$ cat src/svb_pkg.sv
`timescale 1ns / 1ps

package svb_pkg;

	localparam int FRAC_BITS   = 16;
	localparam int WEIGHT_BITS = 16;
	localparam int STEP_W      = 4;
	localparam logic [STEP_W-1:0] LAST_STEP = 4'd12;

	typedef struct packed {
		logic [16:0]        weight;
		logic signed [31:0] bind_x;
		logic signed [31:0] bind_y;
		logic signed [23:0] bone_xx;
		logic signed [23:0] bone_xy;
		logic signed [23:0] bone_yx;
		logic signed [23:0] bone_yy;
		logic signed [31:0] bone_tx;
		logic signed [31:0] bone_ty;
		logic               last_influence;
	} in_item_t;

	typedef struct packed {
		logic signed [31:0] vertex_x;
		logic signed [31:0] vertex_y;
	} out_item_t;

	typedef enum logic [2:0] {
		R_INV_XX = 3'd0,
		R_INV_XY = 3'd1,
		R_INV_YX = 3'd2,
		R_INV_YY = 3'd3,
		R_INV_TX = 3'd4,
		R_INV_TY = 3'd5
	} reg_idx_t;

	typedef enum logic [1:0] {S_IDLE, S_RUN, S_OUT} state_t;

	typedef enum logic [3:0] {
		A_BXX, A_BXY, A_BYX, A_BYY, A_IXX, A_IXY, A_IYX, A_IYY, A_W
	} a_sel_t;

	typedef enum logic [2:0] {B_BX, B_BY, B_MX, B_MY, B_PX, B_PY} b_sel_t;

	typedef enum logic [1:0] {K_NONE, K_FIRST, K_SECOND, K_SINGLE} kind_t;

	typedef enum logic [2:0] {D_NONE, D_MX, D_MY, D_PX, D_PY, D_AX, D_AY} dst_t;

	typedef struct packed {
		a_sel_t a_sel;
		b_sel_t b_sel;
		kind_t  kind;
		logic   slot;
		dst_t   dst;
	} step_ctrl_t;

	localparam step_ctrl_t CTRL_NOP = '{a_sel: A_W, b_sel: B_BX, kind: K_NONE,
		slot: 1'b0, dst: D_NONE};

	// product schedule; step 8 idles until px lands
	function automatic step_ctrl_t step_ctrl(input logic [STEP_W-1:0] s);
		step_ctrl_t c;
		c = CTRL_NOP;
		unique case (s)
			4'd0:    c = '{A_BXX, B_BX, K_FIRST,  1'b0, D_NONE};
			4'd1:    c = '{A_BYX, B_BY, K_SECOND, 1'b0, D_MX};
			4'd2:    c = '{A_BXY, B_BX, K_FIRST,  1'b1, D_NONE};
			4'd3:    c = '{A_BYY, B_BY, K_SECOND, 1'b1, D_MY};
			4'd4:    c = '{A_IXX, B_MX, K_FIRST,  1'b0, D_NONE};
			4'd5:    c = '{A_IXY, B_MX, K_FIRST,  1'b1, D_NONE};
			4'd6:    c = '{A_IYX, B_MY, K_SECOND, 1'b0, D_PX};
			4'd7:    c = '{A_IYY, B_MY, K_SECOND, 1'b1, D_PY};
			4'd9:    c = '{A_W,   B_PX, K_SINGLE, 1'b0, D_AX};
			4'd10:   c = '{A_W,   B_PY, K_SINGLE, 1'b0, D_AY};
			default: c = CTRL_NOP;
		endcase
		return c;
	endfunction

	localparam logic signed [59:0] S32_MAX = 60'sd2147483647;
	localparam logic signed [59:0] S32_MIN = -60'sd2147483648;
	localparam logic signed [59:0] S48_MAX = 60'sd140737488355327;
	localparam logic signed [59:0] S48_MIN = -60'sd140737488355328;

	function automatic logic signed [31:0] sat32(input logic signed [59:0] v);
		logic signed [59:0] r;
		r = v;
		if (v > S32_MAX) r = S32_MAX;
		else if (v < S32_MIN) r = S32_MIN;
		return r[31:0];
	endfunction

	function automatic logic signed [47:0] sat48(input logic signed [59:0] v);
		logic signed [59:0] r;
		r = v;
		if (v > S48_MAX) r = S48_MAX;
		else if (v < S48_MIN) r = S48_MIN;
		return r[47:0];
	endfunction

endpackage

$ cat src/svb_chan_if.sv
`timescale 1ns / 1ps

interface svb_chan_if #(parameter type T = logic);
	logic valid;
	logic ready;
	T     data;

	modport source(output valid, output data, input ready);
	modport sink(input valid, input data, output ready);
endinterface

$ cat src/svb_mul.sv
`timescale 1ns / 1ps

module svb_mul (
	input  logic               clk,
	input  logic signed [24:0] a,
	input  logic signed [31:0] b,
	output logic signed [56:0] prod_q
);

	always_ff @(posedge clk) begin
		prod_q <= 57'(a) * 57'(b);
	end

endmodule

$ cat src/svb_seq.sv
`timescale 1ns / 1ps

module svb_seq (
	input  logic                clk,
	input  logic                arst_n,
	input  logic                in_fire,
	input  logic                out_stall,
	output logic                ready,
	output logic                out_load,
	output svb_pkg::step_ctrl_t ctrl
);

	svb_pkg::state_t state_q, state_d;
	logic [svb_pkg::STEP_W-1:0] step_q, step_d;

	always_ff @(posedge clk or negedge arst_n) begin
		if (!arst_n) begin
			state_q <= svb_pkg::S_IDLE;
			step_q  <= '0;
		end else begin
			state_q <= state_d;
			step_q  <= step_d;
		end
	end

	always_comb begin
		state_d  = state_q;
		step_d   = step_q;
		ready    = 1'b0;
		out_load = 1'b0;
		ctrl     = svb_pkg::CTRL_NOP;
		unique case (state_q)
			svb_pkg::S_IDLE: begin
				ready = 1'b1;
				if (in_fire) begin
					state_d = svb_pkg::S_RUN;
					step_d  = '0;
				end
			end
			svb_pkg::S_RUN: begin
				ctrl = svb_pkg::step_ctrl(step_q);
				if (step_q == svb_pkg::LAST_STEP) state_d = svb_pkg::S_OUT;
				else step_d = step_q + 1'b1;
			end
			svb_pkg::S_OUT: begin
				if (!out_stall) begin
					out_load = 1'b1;
					state_d  = svb_pkg::S_IDLE;
				end
			end
			default: state_d = svb_pkg::S_IDLE;
		endcase
	end

	a_step_bound: assert property (@(posedge clk) disable iff (!arst_n)
		state_q == svb_pkg::S_RUN |-> step_q <= svb_pkg::LAST_STEP)
		else $error("step counter past schedule");

	a_idle_nop: assert property (@(posedge clk) disable iff (!arst_n)
		state_q != svb_pkg::S_RUN |-> ctrl.kind == svb_pkg::K_NONE)
		else $error("product issued outside run");

endmodule

$ cat src/skinned_vertex_blend_2d_core.sv
`timescale 1ns / 1ps
// channel    dir  payload                               beat when
// influence  in   weight, bind_x/y, bone matrix, last   valid && ready
// vertex     out  vertex_x, vertex_y                    valid && ready
// wr_*       in   wr_idx, wr_data                       wr_en
//
// Per influence: 1 accept, 13 sequencer steps over the single
// 25x32 multiplier (10 products, one wait for px, two drain), 1 output step.
// Reset clears the accumulators and loads the identity inverse; no sweep.
// A result waits in the vertex register; the next influence is taken meanwhile
// and the output step of a last influence stalls while the previous result is unread.

module skinned_vertex_blend_2d_core #(
	parameter int FRAC_BITS = svb_pkg::FRAC_BITS
) (
	input  logic        clk,
	input  logic        arst_n,
	input  logic        wr_en,
	input  logic [2:0]  wr_idx,
	input  logic [31:0] wr_data,
	svb_chan_if.sink    influence,
	svb_chan_if.source  vertex
);

	localparam logic signed [58:0] HALF_F = 59'sd1 <<< (FRAC_BITS - 1);
	localparam logic signed [58:0] HALF_W = 59'sd1 <<< (svb_pkg::WEIGHT_BITS - 1);

	logic signed [23:0] inv_xx_q, inv_xy_q, inv_yx_q, inv_yy_q;
	logic signed [31:0] inv_tx_q, inv_ty_q;

	svb_pkg::in_item_t   in_q;
	svb_pkg::step_ctrl_t ctrl, ctrl_s1;
	svb_pkg::dst_t       dst_s2;
	logic                ready, in_fire, out_load, out_stall, out_valid_q;
	logic signed [24:0]  op_a;
	logic signed [31:0]  op_b;
	logic signed [56:0]  prod_q;
	logic signed [56:0]  first_x_q, first_y_q;
	logic signed [58:0]  base, half, sum_s2, sh;
	logic signed [59:0]  addend, tot;
	logic signed [31:0]  mx_q, my_q, px_q, py_q;
	logic signed [47:0]  acc_x_q, acc_y_q;
	svb_pkg::out_item_t  out_q;

	always_ff @(posedge clk or negedge arst_n) begin
		if (!arst_n) begin
			inv_xx_q <= 24'sd65536;
			inv_xy_q <= '0;
			inv_yx_q <= '0;
			inv_yy_q <= 24'sd65536;
			inv_tx_q <= '0;
			inv_ty_q <= '0;
		end else if (wr_en) begin
			unique case (wr_idx)
				svb_pkg::R_INV_XX: inv_xx_q <= wr_data[23:0];
				svb_pkg::R_INV_XY: inv_xy_q <= wr_data[23:0];
				svb_pkg::R_INV_YX: inv_yx_q <= wr_data[23:0];
				svb_pkg::R_INV_YY: inv_yy_q <= wr_data[23:0];
				svb_pkg::R_INV_TX: inv_tx_q <= wr_data;
				svb_pkg::R_INV_TY: inv_ty_q <= wr_data;
				default: ;
			endcase
		end
	end

	assign influence.ready = ready;
	assign in_fire   = influence.valid && ready;
	assign out_stall = in_q.last_influence && out_valid_q && !vertex.ready;

	always_ff @(posedge clk) begin
		if (in_fire) in_q <= influence.data;
	end

	svb_seq u_seq (
		.clk      (clk),
		.arst_n   (arst_n),
		.in_fire  (in_fire),
		.out_stall(out_stall),
		.ready    (ready),
		.out_load (out_load),
		.ctrl     (ctrl)
	);

	always_comb begin
		unique case (ctrl.a_sel)
			svb_pkg::A_BXX: op_a = 25'(in_q.bone_xx);
			svb_pkg::A_BXY: op_a = 25'(in_q.bone_xy);
			svb_pkg::A_BYX: op_a = 25'(in_q.bone_yx);
			svb_pkg::A_BYY: op_a = 25'(in_q.bone_yy);
			svb_pkg::A_IXX: op_a = 25'(inv_xx_q);
			svb_pkg::A_IXY: op_a = 25'(inv_xy_q);
			svb_pkg::A_IYX: op_a = 25'(inv_yx_q);
			svb_pkg::A_IYY: op_a = 25'(inv_yy_q);
			svb_pkg::A_W:   op_a = $signed({8'b0, in_q.weight});
			default:        op_a = '0;
		endcase
		unique case (ctrl.b_sel)
			svb_pkg::B_BX: op_b = in_q.bind_x;
			svb_pkg::B_BY: op_b = in_q.bind_y;
			svb_pkg::B_MX: op_b = mx_q;
			svb_pkg::B_MY: op_b = my_q;
			svb_pkg::B_PX: op_b = px_q;
			svb_pkg::B_PY: op_b = py_q;
			default:       op_b = '0;
		endcase
	end

	svb_mul u_mul (
		.clk   (clk),
		.a     (op_a),
		.b     (op_b),
		.prod_q(prod_q)
	);

	// pair sum with rounding bias
	always_comb begin
		base = ctrl_s1.slot ? 59'(first_y_q) : 59'(first_x_q);
		if (ctrl_s1.kind == svb_pkg::K_SINGLE) begin
			base = '0;
			half = HALF_W;
		end else begin
			half = HALF_F;
		end
	end

	always_ff @(posedge clk or negedge arst_n) begin
		if (!arst_n) begin
			ctrl_s1 <= svb_pkg::CTRL_NOP;
			dst_s2  <= svb_pkg::D_NONE;
		end else begin
			ctrl_s1 <= ctrl;
			if (ctrl_s1.kind == svb_pkg::K_SECOND || ctrl_s1.kind == svb_pkg::K_SINGLE)
				dst_s2 <= ctrl_s1.dst;
			else
				dst_s2 <= svb_pkg::D_NONE;
		end
	end

	always_ff @(posedge clk) begin
		if (ctrl_s1.kind == svb_pkg::K_FIRST) begin
			if (ctrl_s1.slot) first_y_q <= prod_q;
			else first_x_q <= prod_q;
		end
		sum_s2 <= base + 59'(prod_q) + half;
	end

	// shift, translate or accumulate, saturate
	always_comb begin
		if (dst_s2 == svb_pkg::D_AX || dst_s2 == svb_pkg::D_AY)
			sh = sum_s2 >>> svb_pkg::WEIGHT_BITS;
		else
			sh = sum_s2 >>> FRAC_BITS;
		unique case (dst_s2)
			svb_pkg::D_MX: addend = 60'(in_q.bone_tx);
			svb_pkg::D_MY: addend = 60'(in_q.bone_ty);
			svb_pkg::D_PX: addend = 60'(inv_tx_q);
			svb_pkg::D_PY: addend = 60'(inv_ty_q);
			svb_pkg::D_AX: addend = 60'(acc_x_q);
			svb_pkg::D_AY: addend = 60'(acc_y_q);
			default:       addend = '0;
		endcase
		tot = 60'(sh) + addend;
	end

	always_ff @(posedge clk) begin
		unique case (dst_s2)
			svb_pkg::D_MX: mx_q <= svb_pkg::sat32(tot);
			svb_pkg::D_MY: my_q <= svb_pkg::sat32(tot);
			svb_pkg::D_PX: px_q <= svb_pkg::sat32(tot);
			svb_pkg::D_PY: py_q <= svb_pkg::sat32(tot);
			default: ;
		endcase
	end

	always_ff @(posedge clk or negedge arst_n) begin
		if (!arst_n) begin
			acc_x_q <= '0;
			acc_y_q <= '0;
		end else if (out_load && in_q.last_influence) begin
			acc_x_q <= '0;
			acc_y_q <= '0;
		end else if (dst_s2 == svb_pkg::D_AX) begin
			acc_x_q <= svb_pkg::sat48(tot);
		end else if (dst_s2 == svb_pkg::D_AY) begin
			acc_y_q <= svb_pkg::sat48(tot);
		end
	end

	always_ff @(posedge clk or negedge arst_n) begin
		if (!arst_n) out_valid_q <= 1'b0;
		else if (out_load && in_q.last_influence) out_valid_q <= 1'b1;
		else if (vertex.ready) out_valid_q <= 1'b0;
	end

	always_ff @(posedge clk) begin
		if (out_load && in_q.last_influence) begin
			out_q.vertex_x <= svb_pkg::sat32(60'(acc_x_q));
			out_q.vertex_y <= svb_pkg::sat32(-60'(acc_y_q));
		end
	end

	assign vertex.valid = out_valid_q;
	assign vertex.data  = out_q;

	a_idle_drained: assert property (@(posedge clk) disable iff (!arst_n)
		ready |-> dst_s2 == svb_pkg::D_NONE && ctrl_s1.kind == svb_pkg::K_NONE)
		else $error("accepting while products in flight");

	a_emit_valid: assert property (@(posedge clk) disable iff (!arst_n)
		out_load && in_q.last_influence |=> vertex.valid)
		else $error("result beat not raised");

	a_emit_clear: assert property (@(posedge clk) disable iff (!arst_n)
		out_load && in_q.last_influence |=> acc_x_q == '0 && acc_y_q == '0)
		else $error("accumulators not cleared after vertex");

endmodule

$ cat src/flat_wrapper.sv
// flat-port wrapper written by rule: the top's interface ports become plain ports
module skinned_vertex_blend_2d_core_flat import svb_pkg::*;
#(
	parameter int FRAC_BITS = svb_pkg::FRAC_BITS
)
  (clk, arst_n, wr_en, wr_idx, wr_data, influence_valid, influence_data, influence_ready, vertex_valid, vertex_data, vertex_ready);
  svb_chan_if #(.T(in_item_t)) influence_i ();
  svb_chan_if #(.T(out_item_t)) vertex_i ();
  input  logic clk;
  input  logic arst_n;
  input  logic wr_en;
  input  logic [2:0] wr_idx;
  input  logic [31:0] wr_data;
  input wire logic [$bits(influence_i.valid)-1:0] influence_valid;
  input wire logic [$bits(influence_i.data)-1:0] influence_data;
  output wire logic [$bits(influence_i.ready)-1:0] influence_ready;
  output wire logic [$bits(vertex_i.valid)-1:0] vertex_valid;
  output wire logic [$bits(vertex_i.data)-1:0] vertex_data;
  input wire logic [$bits(vertex_i.ready)-1:0] vertex_ready;
  assign influence_i.valid = influence_valid;
  assign influence_i.data = influence_data;
  assign influence_ready = influence_i.ready;
  assign vertex_valid = vertex_i.valid;
  assign vertex_data = vertex_i.data;
  assign vertex_i.ready = vertex_ready;
  skinned_vertex_blend_2d_core #(.FRAC_BITS(FRAC_BITS)) u_core (.clk(clk), .arst_n(arst_n), .wr_en(wr_en), .wr_idx(wr_idx), .wr_data(wr_data), .influence(influence_i), .vertex(vertex_i));
endmodule
$ cat config.mk
export PLATFORM = sky130hd
export DESIGN_NAME = skinned_vertex_blend_2d_core_flat
export DESIGN_NICKNAME = d
export VERILOG_FILES = /design/src/svb_pkg.sv /design/src/svb_chan_if.sv /design/src/svb_mul.sv /design/src/svb_seq.sv /design/src/skinned_vertex_blend_2d_core.sv /design/src/flat_wrapper.sv
export SDC_FILE = /design/constraint.sdc
export NUM_CORES = 2
export LEC_CHECK = 0
export BUFFER_PORTS_ARGS = -buffer_cell sky130_fd_sc_hd__clkbuf_2
export CAP_MARGIN = 20
export CORE_MARGIN = 2
export CORE_UTILIZATION = 30
export CTS_CLUSTER_SIZE = 10
export DETAILED_ROUTE_END_ITERATION = 6
export SETUP_SLACK_MARGIN = 0.3
export SLEW_MARGIN = 20
export SYNTH_ARGS = -nofsm -noshare
export SYNTH_HDL_FRONTEND = slang
export SYNTH_SLANG_ARGS = --single-unit
$ cat constraint.sdc
create_clock -name clk -period 28.3 [get_ports clk]
set_input_delay 5.66 -clock clk [delete_from_list [all_inputs] [get_ports clk]]
set_output_delay 5.66 -clock clk [all_outputs]
set_load 0.1 [all_outputs]
==> flow_summary_export.csv <==
group,metric,value,unit
sta,finClkSkew,0.0929,ns
floorplan,row_count,175,
worst_setup_path,critPathBufInv,7,
grt,track_usage,19.6,%
synthesis,ys_seq_area_share,36.7,%
clock_network,cts_buffer_depth,3,
grt,antenna_found_initial,23,
routing,ant_nets,0,
worst_setup_path,path_class,"flop to flop",
floorplan,die_x,483,um
place,io_buffer_count,347,
clock_network,ctsHoldBuffers,0,
synthesis,syn-cell-area,68800,um2
synthesis,async_flop_share,29.6,%
synthesis,synthDistinctLibCells,79,
clock_network,post_cts_buffers,0,
sta,relSlewSlack,20.0,%
sta,min_period_over_period,41.2,%
worst_setup_path,worstPathMaxFanout,28,
clock_network,cts-root-buf,"clkbuf_16",
worst_setup_path,arrival,12.24,ns
grt,grt_max_degree,145,
worst_setup_path,critPathRequiredTime,28.89,ns
clock_network,cts_buffers,106,
routing,drtIter0Drc,4262,
synthesis,synth.avg_cell_area,10.7,um2
run_status,violations,"DRC",
clock_network,cts_resized,0,
routing,vias,50318,
clock_network,cts_tree,"done",
floorplan,dieArea,233000,um2
layout,drive_gt1_share,12.4,%
sta,slew_viol_final,0,
worst_setup_path,slowest_delay,0.91,ns
floorplan,initial_core_util,30.2,%
worst_setup_path,crit_family,"adder cells",
synthesis,synth_edf_count,548,
synthesis,ys_warn_count,0,
place,dp_hpwl,175000,um
worst_setup_path,endpoint_kind,"flop",
worst_setup_path,ff2ff_setup_slack,16.65,ns
sta,setup_tns,0,ns
grt,grt_pass1_vias,51888,
sta,finalSetupViolCount,0,
sta,worstMarginPinSlew,1.19,ns
sta,rsz0062_at_grt,"false",
clock_network,cts_sinks,920,
floorplan,core-area,228000,um2
synthesis,synth-seq-cells,920,
routing,detail_route.vias_per_cell,5.16,
routing,drc_errors,9,
worst_setup_path,critPathLaunchType,"flop",
flow_run,drv_cap,0,
sta,fin_crit,11.65,ns
sta,hold_violations,0,
place,gp_congestion,0.923,
layout,num-nets-final,8075,
clock_network,clk_pin_slew_worst_paths,0.06,ns
grt,grt_overflow,0,
routing,drt-total-wl,228000,um
worst_setup_path,cpMostUsedCell,"fa_1",
routing,drt_first_pass_iters,7,
run_status,status,"finished with violations",
min_path,hold_class,"flop to flop",
synthesis,synthFlopType,"edfxtp_1",
synthesis,synth_fp_nets,7824,
clock_network,worstSkewPairLatency,0.78,ns
floorplan,io_pins,348,
clock_network,htree_levels,3,
floorplan,die_h,483,um
worst_setup_path,slowest_stage,"and2_1",
synthesis,synth_cells,6401,
layout,syn_to_final_growth,12.7,%
sta,max_clock_freq,85.8,MHz
grt,grt_pass1_wl,342000,um
routing,wl_per_cell,23.4,um
-- sequential cells by signal (all words and copies together) (netlist names), 43 cells and up --
signal / count
u_core.acc_y_q: 48
u_core.first_x_q: 57
u_core.u_mul.prod_q: 57
u_core.first_y_q: 57
u_core.vertex.data: 64
u_core.acc_x_q: 48
u_core.in_q: 242
u_core.sum_s2: 43
-- routing by layer --
metal	vias to the layer above	GRT usage, %	routed length [um]
met5	-	0	119
met4	20	9.71	12600
met3	424	3.52	16700
met2	2110	31.4	107000
met1	25806	25.5	91900
li1	21958	-	-
-- layout by cell type, fill, tap and decap left out, types with 163 or more instances in the layout --
| master | count |
|---|---|
| nor2_1 | 544 |
| dfrtp_1 | 269 |
| o21ai_0 | 293 |
| nand2_1 | 555 |
| a21oi_1 | 319 |
| edfxtp_1 | 548 |
| ha_1 | 320 |
| inv_1 | 904 |
| fa_1 | 821 |
| clkbuf_2 | 346 |
| mux2_2 | 163 |
-- synth_stat cells (all sizes together), types with 21 or more instances --
| library cell | n | area, um2 |
|---|---|---|
| a211o | 30 | 263 |
| a211oi | 51 | 383 |
| a21o | 93 | 699 |
| a21oi | 322 | 1610 |
| a221oi | 22 | 193 |
| a22o | 45 | 394 |
| a22oi | 153 | 1150 |
| and2 | 35 | 219 |
| buf | 27 | 140 |
| clkbuf | 297 | 1110 |
| dfrtp | 270 | 6760 |
| dfxtp | 100 | 2000 |
| edfxtp | 548 | 16500 |
| fa | 821 | 16400 |
| ha | 320 | 4000 |
| inv | 906 | 3400 |
| mux2 | 163 | 1840 |
| mux2i | 78 | 781 |
| nand2 | 555 | 2080 |
| nand2b | 21 | 139 |
| nand3 | 81 | 405 |
| nand4 | 38 | 238 |
| nor2 | 552 | 2070 |
| nor2b | 27 | 169 |
| nor3 | 41 | 205 |
| nor4 | 25 | 156 |
| o211ai | 25 | 188 |
| o21ai | 301 | 1510 |
| o21bai | 28 | 210 |
| or3 | 25 | 166 |
| xnor2 | 106 | 928 |
| xor2 | 70 | 613 |
-- path summary, 6_finish.rpt --
kind	from	endpoint	cells after the start
setup / recovery	u_core.u_seq.step_q[1]$_DFFE_PN0P_	u_core.u_mul.prod_q[55]$_DFF_P_	35
hold / removal	u_core.ctrl_s1[2]$_DFF_PN0_	u_core.dst_s2[2]$_DFF_PN0_	1
setup reg to reg	u_core.u_seq.step_q[1]$_DFFE_PN0P_	u_core.u_mul.prod_q[55]$_DFF_P_	35
hold reg to reg	u_core.ctrl_s1[2]$_DFF_PN0_	u_core.dst_s2[2]$_DFF_PN0_	1
max in group asynchronous	arst_n	u_core.acc_y_q[42]$_DFFE_PN0P_	2
min in group asynchronous	arst_n	u_core.inv_tx_q[13]$_DFFE_PN0P_	1
-- metrics by stage --
step	hold slack [ns]	utilization, %	cells	worst slack, ns	cell area (um2)
2_1_floorplan	0.426	-	6401	17.19	68800
3_3_place_gp	0.436	32.6	9550	17.02	74200
3_5_place_dp	0.446	32.6	9551	16.94	74200
4_1_cts	0.426	34.0	9751	16.85	77500
5_1_grt	0.445	34.0	9757	16.18	77500
6_report	0.434	34.0	9759	16.65	77500
-- worst register-to-register path, delay by kind of cell (launching register included) --
family / cells / cell delay, ns
fa+ha+maj: 8 / 4.16
xor+xnor: 1 / 0.13
simple gates: 7 / 2.32
compound gates: 12 / 3.48
flops: 1 / 0.48
buf+inv: 7 / 0.95
-- area by class of cell --
class | instances | area [um2]
fill | 22850 | 150000
multi-input combinational | 4249 | 39100
sequential | 920 | 25300
tap | 3009 | 3760
inverter | 908 | 3420
clock buffer | 186 | 2990
timing repair buffer | 467 | 2690
clock inverter | 14 | 244
antenna | 6 | 15.0
-- cells by family (layout without fill, tap and decap cells) --
group | count (synthesis) | count (layout) | share of synthesized area (%)
AO/OA/AOI/OAI | 1215 | 1215 | 11.4
XOR/XNOR | 176 | 176 | 2.24
adder cells (fa/ha/maj) | 1141 | 1141 | 29.7
buffers and inverters | 1232 | 1575 | 6.78
flip-flops | 920 | 920 | 36.7
multiplexers | 241 | 241 | 3.80
other | 0 | 6 | 0
AND/OR/NAND/NOR | 1476 | 1476 | 9.34
Power is not shown: default switching activity piles up to over one toggle a cycle in this logic, so the estimate is an artifact.
